===== src/rtl/core/dmacc_pkg.sv =====
// ----------------------------------------------------------------------------
// dmacc_pkg: shared types and constants of the DMA clear command sequencer
// Fixed field widths, register indexes, item kinds and DMA command encodings.
// ----------------------------------------------------------------------------
package dmacc_pkg;

  localparam int unsigned FbLocW    = 16;
  localparam int unsigned PatternW  = 32;
  localparam int unsigned OffsetW   = 40;
  localparam int unsigned SizeW     = 40;
  localparam int unsigned AddrW     = 48;
  localparam int unsigned WordW     = 32;
  localparam int unsigned DoneW     = 41;
  localparam int unsigned FbShift   = 24;
  localparam int unsigned CfgIdxW   = 1;
  localparam int unsigned CfgDataW  = 32;
  localparam int unsigned InDataW   = 88;
  localparam int unsigned OutDataW  = 160;
  localparam int unsigned OutUserW  = 2;

  // configuration register indexes
  localparam logic [CfgIdxW-1:0] CFG_FB_LOCATION  = 1'b0;
  localparam logic [CfgIdxW-1:0] CFG_FILL_PATTERN = 1'b1;

  // item kinds carried on the input tuser
  localparam logic MODE_START = 1'b0;
  localparam logic MODE_NEXT  = 1'b1;

  localparam logic [PatternW-1:0] FILL_PATTERN_RST = 32'hdeadbeef;

  localparam logic [WordW-1:0] CTRL_FILL       = 32'h40c00c00;
  localparam logic [WordW-1:0] CTRL_COPY       = 32'h00c00c00;
  localparam logic [WordW-1:0] CMD_FILL        = 32'h54000000;
  localparam logic [WordW-1:0] CMD_COPY        = 32'h40000000;
  localparam logic [WordW-1:0] FILL_COUNT_MASK = 32'h001fffff;

  typedef struct packed {
    logic             cmd_valid;
    logic [WordW-1:0] control_word;
    logic [AddrW-1:0] source_word;
    logic [AddrW-1:0] dest_address;
    logic [WordW-1:0] command_word;
    logic             last;
    logic             status;
  } result_t;

endpackage


===== src/rtl/core/dma_clear_command_sequencer.sv =====
// ----------------------------------------------------------------------------
// dma_clear_command_sequencer: DMA command generator for clearing a region
// A start item emits a seed fill, each next item emits a doubling copy from
// the seed block to the running destination; a DMA fault aborts the clear.
// ----------------------------------------------------------------------------
//
// channel   direction  handshake                   payload
// s_axis    in         s_axis_tvalid/tready        tdata: offset, size, fault
//                                                  tuser: mode
// m_axis    out        m_axis_tvalid/tready        tdata: command registers
//                                                  tuser: cmd_valid, status
//                                                  tlast: last
// cfg       in         cfg_we_i (no handshake)     cfg_idx_i, cfg_wdata_i
//
// One item per cycle unless stalled: the step logic (one 42-bit add and
// compare, a clamp and a shift) sits between input port and result register.
// The result register is refilled in the cycle it is taken, so the input only
// stalls while a result waits and m_axis_tready is low.
// A next item while idle gives no result. Reset leaves the sequencer idle
// with an empty result register; the address and count registers are loaded
// by the next start.
module dma_clear_command_sequencer
  import dmacc_pkg::*;
#(
  parameter int unsigned SEED_BYTES      = 64,
  parameter int unsigned MAX_BLOCK_BYTES = 1048576
) (
  input  logic                 clk_i,
  input  logic                 rst_ni,

  input  logic                 cfg_we_i,
  input  logic [CfgIdxW-1:0]   cfg_idx_i,
  input  logic [CfgDataW-1:0]  cfg_wdata_i,

  input  logic                 s_axis_tvalid,
  output logic                 s_axis_tready,
  // [39:0] region_offset, [79:40] region_size, [80] dma_fault, [87:81] zero
  input  logic [InDataW-1:0]   s_axis_tdata,
  // [0] mode
  input  logic                 s_axis_tuser,

  output logic                 m_axis_tvalid,
  input  logic                 m_axis_tready,
  // [31:0] control_word, [79:32] source_word, [127:80] dest_address,
  // [159:128] command_word
  output logic [OutDataW-1:0]  m_axis_tdata,
  // [0] cmd_valid, [1] status
  output logic [OutUserW-1:0]  m_axis_tuser,
  output logic                 m_axis_tlast
);

  localparam int unsigned BlkW = $clog2(MAX_BLOCK_BYTES) + 1;
  localparam logic [BlkW-1:0]  SeedBlk  = BlkW'(SEED_BYTES);
  localparam logic [BlkW-1:0]  MaxBlk   = BlkW'(MAX_BLOCK_BYTES);
  localparam logic [AddrW-1:0] SeedAddr = AddrW'(SEED_BYTES);
  localparam logic [DoneW-1:0] SeedDone = DoneW'(SEED_BYTES);
  localparam logic [WordW-1:0] FillCmd  = CMD_FILL | (WordW'(SEED_BYTES) & FILL_COUNT_MASK);

  // configuration
  logic [FbLocW-1:0]   fb_location_q;
  logic [PatternW-1:0] fill_pattern_q;

  always_ff @(posedge clk_i or negedge rst_ni) begin
    if (!rst_ni) begin
      fb_location_q  <= '0;
      fill_pattern_q <= FILL_PATTERN_RST;
    end else if (cfg_we_i) begin
      case (cfg_idx_i)
        CFG_FB_LOCATION:  fb_location_q  <= cfg_wdata_i[FbLocW-1:0];
        CFG_FILL_PATTERN: fill_pattern_q <= cfg_wdata_i[PatternW-1:0];
        default: ;
      endcase
    end
  end

  // input unpack
  logic               in_mode;
  logic [OffsetW-1:0] in_offset;
  logic [SizeW-1:0]   in_size;
  logic               in_fault;

  assign in_mode   = s_axis_tuser;
  assign in_offset = s_axis_tdata[OffsetW-1:0];
  assign in_size   = s_axis_tdata[OffsetW+SizeW-1:OffsetW];
  assign in_fault  = s_axis_tdata[OffsetW+SizeW];

  // sequence state
  logic             active_q,      active_d;
  logic [AddrW-1:0] seed_addr_q,   seed_addr_d;
  logic [AddrW-1:0] next_dest_q,   next_dest_d;
  logic [DoneW-1:0] bytes_done_q,  bytes_done_d;
  logic [SizeW-1:0] total_q,       total_d;
  logic [BlkW-1:0]  block_q,       block_d;

  // result register
  logic    out_valid_q, out_valid_d;
  result_t out_q,       out_d;

  logic s_fire, m_fire, produce;

  assign s_axis_tready = !out_valid_q || m_axis_tready;
  assign s_fire        = s_axis_tvalid && s_axis_tready;
  assign m_fire        = out_valid_q && m_axis_tready;
  assign produce       = (in_mode == MODE_START) || active_q;

  // copy step terms
  logic [DoneW:0]   sum_ext;
  logic [DoneW-1:0] remain;
  logic [BlkW-1:0]  blk_cur;
  logic [BlkW:0]    blk_dbl;
  logic [BlkW-1:0]  blk_grow;
  logic [DoneW-1:0] done_after;
  logic [AddrW-1:0] seed_new;

  always_comb begin
    sum_ext = {1'b0, bytes_done_q} + (DoneW+1)'(block_q);
    remain  = DoneW'(total_q) - bytes_done_q;
    // clamp the last block at the region end
    if (sum_ext > (DoneW+1)'(total_q)) begin
      blk_cur = remain[BlkW-1:0];
    end else begin
      blk_cur = block_q;
    end
    done_after = bytes_done_q + DoneW'(blk_cur);
    blk_dbl    = {blk_cur, 1'b0};
    if (blk_cur >= MaxBlk) begin
      blk_grow = blk_cur;
    end else if (blk_dbl > (BlkW+1)'(MaxBlk)) begin
      blk_grow = MaxBlk;
    end else begin
      blk_grow = blk_dbl[BlkW-1:0];
    end
    seed_new = AddrW'({fb_location_q, FbShift'(0)}) + AddrW'(in_offset);
  end

  always_comb begin
    active_d     = active_q;
    seed_addr_d  = seed_addr_q;
    next_dest_d  = next_dest_q;
    bytes_done_d = bytes_done_q;
    total_d      = total_q;
    block_d      = block_q;
    out_d        = out_q;

    if (in_fault) begin
      active_d           = 1'b0;
      out_d              = '0;
      out_d.last         = 1'b1;
      out_d.status       = 1'b1;
    end else if (in_mode == MODE_START) begin
      seed_addr_d        = seed_new;
      next_dest_d        = seed_new + SeedAddr;
      bytes_done_d       = SeedDone;
      total_d            = in_size;
      block_d            = SeedBlk;
      active_d           = SeedDone < DoneW'(in_size);
      out_d.cmd_valid    = 1'b1;
      out_d.control_word = CTRL_FILL;
      out_d.source_word  = AddrW'(fill_pattern_q);
      out_d.dest_address = seed_new;
      out_d.command_word = FillCmd;
      out_d.last         = SeedDone >= DoneW'(in_size);
      out_d.status       = 1'b0;
    end else begin
      next_dest_d        = next_dest_q + AddrW'(blk_cur);
      bytes_done_d       = done_after;
      block_d            = blk_grow;
      active_d           = done_after < DoneW'(total_q);
      out_d.cmd_valid    = 1'b1;
      out_d.control_word = CTRL_COPY;
      out_d.source_word  = seed_addr_q;
      out_d.dest_address = next_dest_q;
      out_d.command_word = CMD_COPY | WordW'(blk_cur);
      out_d.last         = done_after >= DoneW'(total_q);
      out_d.status       = 1'b0;
    end
  end

  always_comb begin
    if (s_fire && produce) begin
      out_valid_d = 1'b1;
    end else if (m_fire) begin
      out_valid_d = 1'b0;
    end else begin
      out_valid_d = out_valid_q;
    end
  end

  always_ff @(posedge clk_i or negedge rst_ni) begin
    if (!rst_ni) begin
      active_q    <= 1'b0;
      out_valid_q <= 1'b0;
    end else begin
      out_valid_q <= out_valid_d;
      // a next item while idle leaves the state alone
      if (s_fire && produce) begin
        active_q <= active_d;
      end
    end
  end

  always_ff @(posedge clk_i) begin
    if (s_fire && produce) begin
      seed_addr_q  <= seed_addr_d;
      next_dest_q  <= next_dest_d;
      bytes_done_q <= bytes_done_d;
      total_q      <= total_d;
      block_q      <= block_d;
      out_q        <= out_d;
    end
  end

  assign m_axis_tvalid = out_valid_q;
  assign m_axis_tdata  = {out_q.command_word, out_q.dest_address,
                          out_q.source_word, out_q.control_word};
  assign m_axis_tuser  = {out_q.status, out_q.cmd_valid};
  assign m_axis_tlast  = out_q.last;

  // a fault result never carries a command and always ends the sequence
  assert property (@(posedge clk_i) disable iff (!rst_ni)
    (out_valid_q && out_q.status) |-> (!out_q.cmd_valid && out_q.last))
    else $error("fault result carries a command or is not last");

  // loading a final result leaves the sequencer idle
  assert property (@(posedge clk_i) disable iff (!rst_ni)
    (s_fire && produce && out_d.last) |=> !active_q)
    else $error("sequencer still active after final result");

  // a running sequence has always bytes left to copy
  assert property (@(posedge clk_i) disable iff (!rst_ni)
    active_q |-> (bytes_done_q < DoneW'(total_q)))
    else $error("active sequence with no bytes left");

  // an empty result register never stalls the input
  assert property (@(posedge clk_i) disable iff (!rst_ni)
    !out_valid_q |-> s_axis_tready)
    else $error("input stalled with empty result register");

endmodule

===== config.mk =====
export PLATFORM = sky130hd
export DESIGN_NAME = dma_clear_command_sequencer
export DESIGN_NICKNAME = d
export VERILOG_FILES = /design/src/rtl/core/dmacc_pkg.sv /design/src/rtl/core/dma_clear_command_sequencer.sv
export SDC_FILE = /design/constraint.sdc
export NUM_CORES = 1
export LEC_CHECK = 0
export BUFFER_PORTS_ARGS = -buffer_cell sky130_fd_sc_hd__buf_4
export CORE_ASPECT_RATIO = 1.1
export CORE_MARGIN = 5
export CORE_UTILIZATION = 30
export CTS_CLUSTER_DIAMETER = 60
export DETAILED_ROUTE_END_ITERATION = 10
export PLACE_DENSITY = 0.58
export SLEW_MARGIN = 5
export SYNTH_ARGS = -nofsm -noshare
export SYNTH_HDL_FRONTEND = slang
export SYNTH_SLANG_ARGS = --single-unit

===== constraint.sdc =====
create_clock -name clk_i -period 9.2 [get_ports clk_i]
set_input_delay 0 -clock clk_i [delete_from_list [all_inputs] [get_ports clk_i]]
set_output_delay 0 -clock clk_i [all_outputs]
set_load 0.005 [all_outputs]

==> out/summary.json <==
{
  "status": "finished clean",
  "hpwlAfterDp_um": 57330,
  "layout_min_cycle_time_ns": 8.793,
  "core_area_mm2": 0.07613,
  "cts_htree_levels": 2,
  "io_pins": 292,
  "internal_reg_to_reg_setup_slack_ns": 0.41,
  "synthesis.area_per_instance_um2": 10.53,
  "start_util_pct": 30.28,
  "route.final.wire_length_um": 75220,
  "synth_ff_type": "sky130_fd_sc_hd__edfxtp_1",
  "port-buffer-count": 242,
  "layout-drive-gt1-share_pct": 23.91,
  "maximum_single_stage_delay_on_the_critical_path_ns": 0.42,
  "drc": 0,
  "timing_worst_setup_path_type": "reg2reg",
  "r2r-start": "block_q[2]",
  "cts_tree": "done",
  "worst-r2r-cell-count": 43,
  "grt.met2_usage_pct": 29.96,
  "fin_worst_skew_ns": 0.03226,
  "leading_cell_type_in_the_layout_fill_and_taps_excluded": "sky130_fd_sc_hd__buf_4",
  "post_drt_via_cell_ratio": 5.069,
  "gr-max-usage-layer": "met2",
  "finalCritPeriodShare_pct": 95.58,
  "synthAdderAreaFrac_pct": 10.20,
  "cp_data_arrival_time_ns": 9.27,
  "vdd_ir_drop_max_uv": 126.6,
  "required_ns": 9.68,
  "netlist_top_cells_area": "sky130_fd_sc_hd__edfxtp_1 (40%), sky130_fd_sc_hd__ha_1 (9.8%), sky130_fd_sc_hd__xnor2_1 (3.8%)",
  "power-per-cell-area_mw_per_mm2": 194.9,
  "hold_path_class": "in2async",
  "drtPass1Iterations": 6,
  "seq_area_frac_synth_pct": 45.29,
  "design.die.area_mm2": 0.08249,
  "grt_overflow_total": 0,
  "drv_slew": 0,
  "routed-via-count": 19150,
  "synth_cells": 2190,
  "die_x_um": 274.3,
  "end_kind": "flop",
  "crit_top_cell": "sky130_fd_sc_hd__buf_4",
  "placementRows": 106,
  "p_leak_nw": 12.48,
  "die-height_um": 300.7,
  "timing.critical_path.from_type": "flop",
  "max_freq_mhz": 113.7,
  "grt_util_met1_pct": 22.74,
  "numClockSinks": 355,
  "post_synth_edffs": 305,
  "synth_xor_area_share_pct": 5.661,
  "ctsLongestPathBuffers": 3,
  "synth.distinct_cells": 89,
  "clk-insertion-delay-late_ns": 0.60,
  "grt_antenna_before_repair": 1,
  "finalWeightedCongestion": 0.9328,
  "hold_ws_ns": 0.04241,
  "finalSetupViolations": 0,
  "globalRouteTotalUtil_pct": 17.59,
  "root_buffer": "sky130_fd_sc_hd__clkbuf_16",
  "timing_worst_slew_pin_value_ns": 1.254,
  "maxCapViolCount": 0,
  "area_growth_pct": 30.75,
  "asyncSetResetFlopFracSynth_pct": 14.08,
  "wl_per_cell_um": 19.91,
  "grt_pass1_wl_um": 112800,
  "syn_area_mm2": 0.02305,
  "synth_top_cell_area_share_pct": 39.73,
  "initialDrtViolationCount": 1543,
  "critical_path.slowest_cell": "sky130_fd_sc_hd__edfxtp_1",
  "synthDominantAreaCellType": "sky130_fd_sc_hd__edfxtp_1",
  "final_antenna_net_count": 0,
  "synth_top_family_by_area": "simple AND/OR/NAND/NOR gates",
  "most-common-layout-cells": "sky130_fd_sc_hd__buf_4 (437), sky130_fd_sc_hd__edfxtp_1 (305), sky130_fd_sc_hd__nor2_1 (194)",
  "post_synthesis_compound_gate_area_fraction_pct": 13.75,
  "clock_pin_slew_reported_for_the_worst_setup_and_hold_paths_after_clock_tree_synthesis_ns": 0.07,
  "ys_ff_latch": 355,
  "setup_total_negative_slack_ns": 0,
  "synthesized_area_fraction_occupied_by_and_or_nand_nor_cells_pct": 14.67,
  "fin_nets": 3027,
  "rr_endpoint": "active_q",
  "grt_use_met3_pct": 2.829,
  "number_of_filler_cells_placed_in_the_layout": 7521,
  "grt_start_max_net_pins": 74,
  "slew_headroom_pct": 15.49,
  "hold_viol_final": 0,
  "path_max_fanout": 10,
  "antenna_cells": 0,
  "grt_pass1_vias": 19340,
  "multiplexer_share_of_the_synthesized_area_pct": 5.682,
  "cts-buffers-inserted": 45,
  "ys_warn_count": 0
}
==> what timing repair did <==
| action | CTS | global route |
|---|---|---|
| buffers inserted | 0 | 4 |
| gates resized for setup | 8 | 45 |
| pin swaps | 0 | 10 |
| hold endpoints to repair | 260 | 0 |
| endpoints found under the setup margin | 2 | 2 |
| hold buffers | 111 | 0 |
==> kinds of logic (layout without fill, tap and decap cells) <==
family | count (synthesis) | after routing
AOI/OAI and AO/OA | 480 | 480
xor gates and xnor gates | 149 | 149
adders and majority gates | 185 | 185
buffers and inverters | 235 | 756
DFF | 355 | 355
muxes | 124 | 124
other | 1 | 42
and+or+nand+nor | 661 | 661
==> registers in the layout, indices dropped and copies added (netlist names) <==
| signal | flops |
|---|---|
| fb_location_q | 16 |
| m_axis_tuser | 1 |
| fill_pattern_q | 32 |
| total_q | 40 |
| active_q | 1 |
| bytes_done_q | 41 |
| seed_addr_q | 41 |
| m_axis_tdata | 112 |
| next_dest_q | 48 |
| block_q | 21 |
| m_axis_tvalid | 1 |
| m_axis_tlast | 1 |
==> how the worst max path moves through the flow <==
stage,endpoint,slack (ns),from
floorplan,active_q,0.79,bytes_done_q[0]
global route,m_axis_tlast,-0.002,block_q[0]
detailed placement,active_q,-0.60,block_q[0]
finish,active_q,0.41,block_q[2]
global placement,m_axis_tlast,-0.34,bytes_done_q[0]
CTS,m_axis_tlast,0.05,block_q[0]
==> power by group <==
group | switching [W] | leakage, nW | internal [W]
clock network | 0.000779 | 0.779 | 0.00115
registers | 0.0000829 | 3.42 | 0.00196
logic | 0.00107 | 8.28 | 0.000845
total | 0.00193 | 12.5 | 0.00395
==> metal layers <==
layer  wire [um]  share of wire [%]
met1       31940                 42
met2       35930                 48
met3        4652                6.2
met4        2693                3.6
met5           0                  0
==> worst max-delay path, delay by kind of cell, from the launching register on <==
kind                       cells  cell delay (ns)
adders and majority gates      4             1.16
DFF                            1             0.42
buffers and inverters          7             1.05
AOI/OAI and AO/OA             18             3.92
and+or+nand+nor               12             1.93
xor gates and xnor gates       2             0.21
==> Yosys cell counts, types with 14 or more instances <==
cell                         n
sky130_fd_sc_hd__edfxtp_1  305
sky130_fd_sc_hd__nor2_1    195
sky130_fd_sc_hd__ha_1      180
sky130_fd_sc_hd__a21oi_1   145
sky130_fd_sc_hd__inv_1     121
sky130_fd_sc_hd__nand2_1   113
sky130_fd_sc_hd__xnor2_1   101
sky130_fd_sc_hd__o21ai_0    92
sky130_fd_sc_hd__mux2i_1    71
sky130_fd_sc_hd__nand3_1    58
sky130_fd_sc_hd__buf_4      51
sky130_fd_sc_hd__mux2_2     51
sky130_fd_sc_hd__and2_1     48
sky130_fd_sc_hd__xor2_1     48
sky130_fd_sc_hd__a21o_1     45
sky130_fd_sc_hd__clkbuf_1   45
sky130_fd_sc_hd__nand4_1    45
sky130_fd_sc_hd__and3_1     37
sky130_fd_sc_hd__nor3_1     37
sky130_fd_sc_hd__o21a_1     30
sky130_fd_sc_hd__dfrtp_1    26
sky130_fd_sc_hd__a211oi_1   24
sky130_fd_sc_hd__dfstp_2    24
sky130_fd_sc_hd__nor2b_1    23
sky130_fd_sc_hd__o31ai_1    22
sky130_fd_sc_hd__nor4_1     18
sky130_fd_sc_hd__o32ai_1    15
sky130_fd_sc_hd__nand2b_1   14
sky130_fd_sc_hd__or3_1      14
==> stage by stage <==
step	worst slack, ns	instances	utilization (%)	total power (W)	cell area [um2]
2_1_floorplan	0.7926	2231	-	0.003161	23210
3_3_place_gp	-0.3384	3579	35.68	0.003853	27160
3_5_place_dp	-0.6044	3579	35.68	0.003889	27160
4_1_cts	0.05343	3774	39.33	0.005892	29940
5_1_grt	-0.001889	3778	39.59	0.006196	30140
6_report	0.4068	3778	39.59	0.005876	30140
==> cell type report <==
| type | instances | area [um2] | area share, % |
|---|---|---|---|
| sequential | 355 | 10440 | 34.64 |
| inverter | 121 | 456.7 | 1.515 |
| multi-input combinational | 1641 | 11890 | 39.45 |
| clock inverter | 30 | 401.6 | 1.332 |
| timing repair buffer | 551 | 4438 | 14.72 |
| clock buffer | 54 | 1232 | 4.089 |
| tap | 1026 | 1284 | 4.259 |
(Power assumes the default switching activity.)
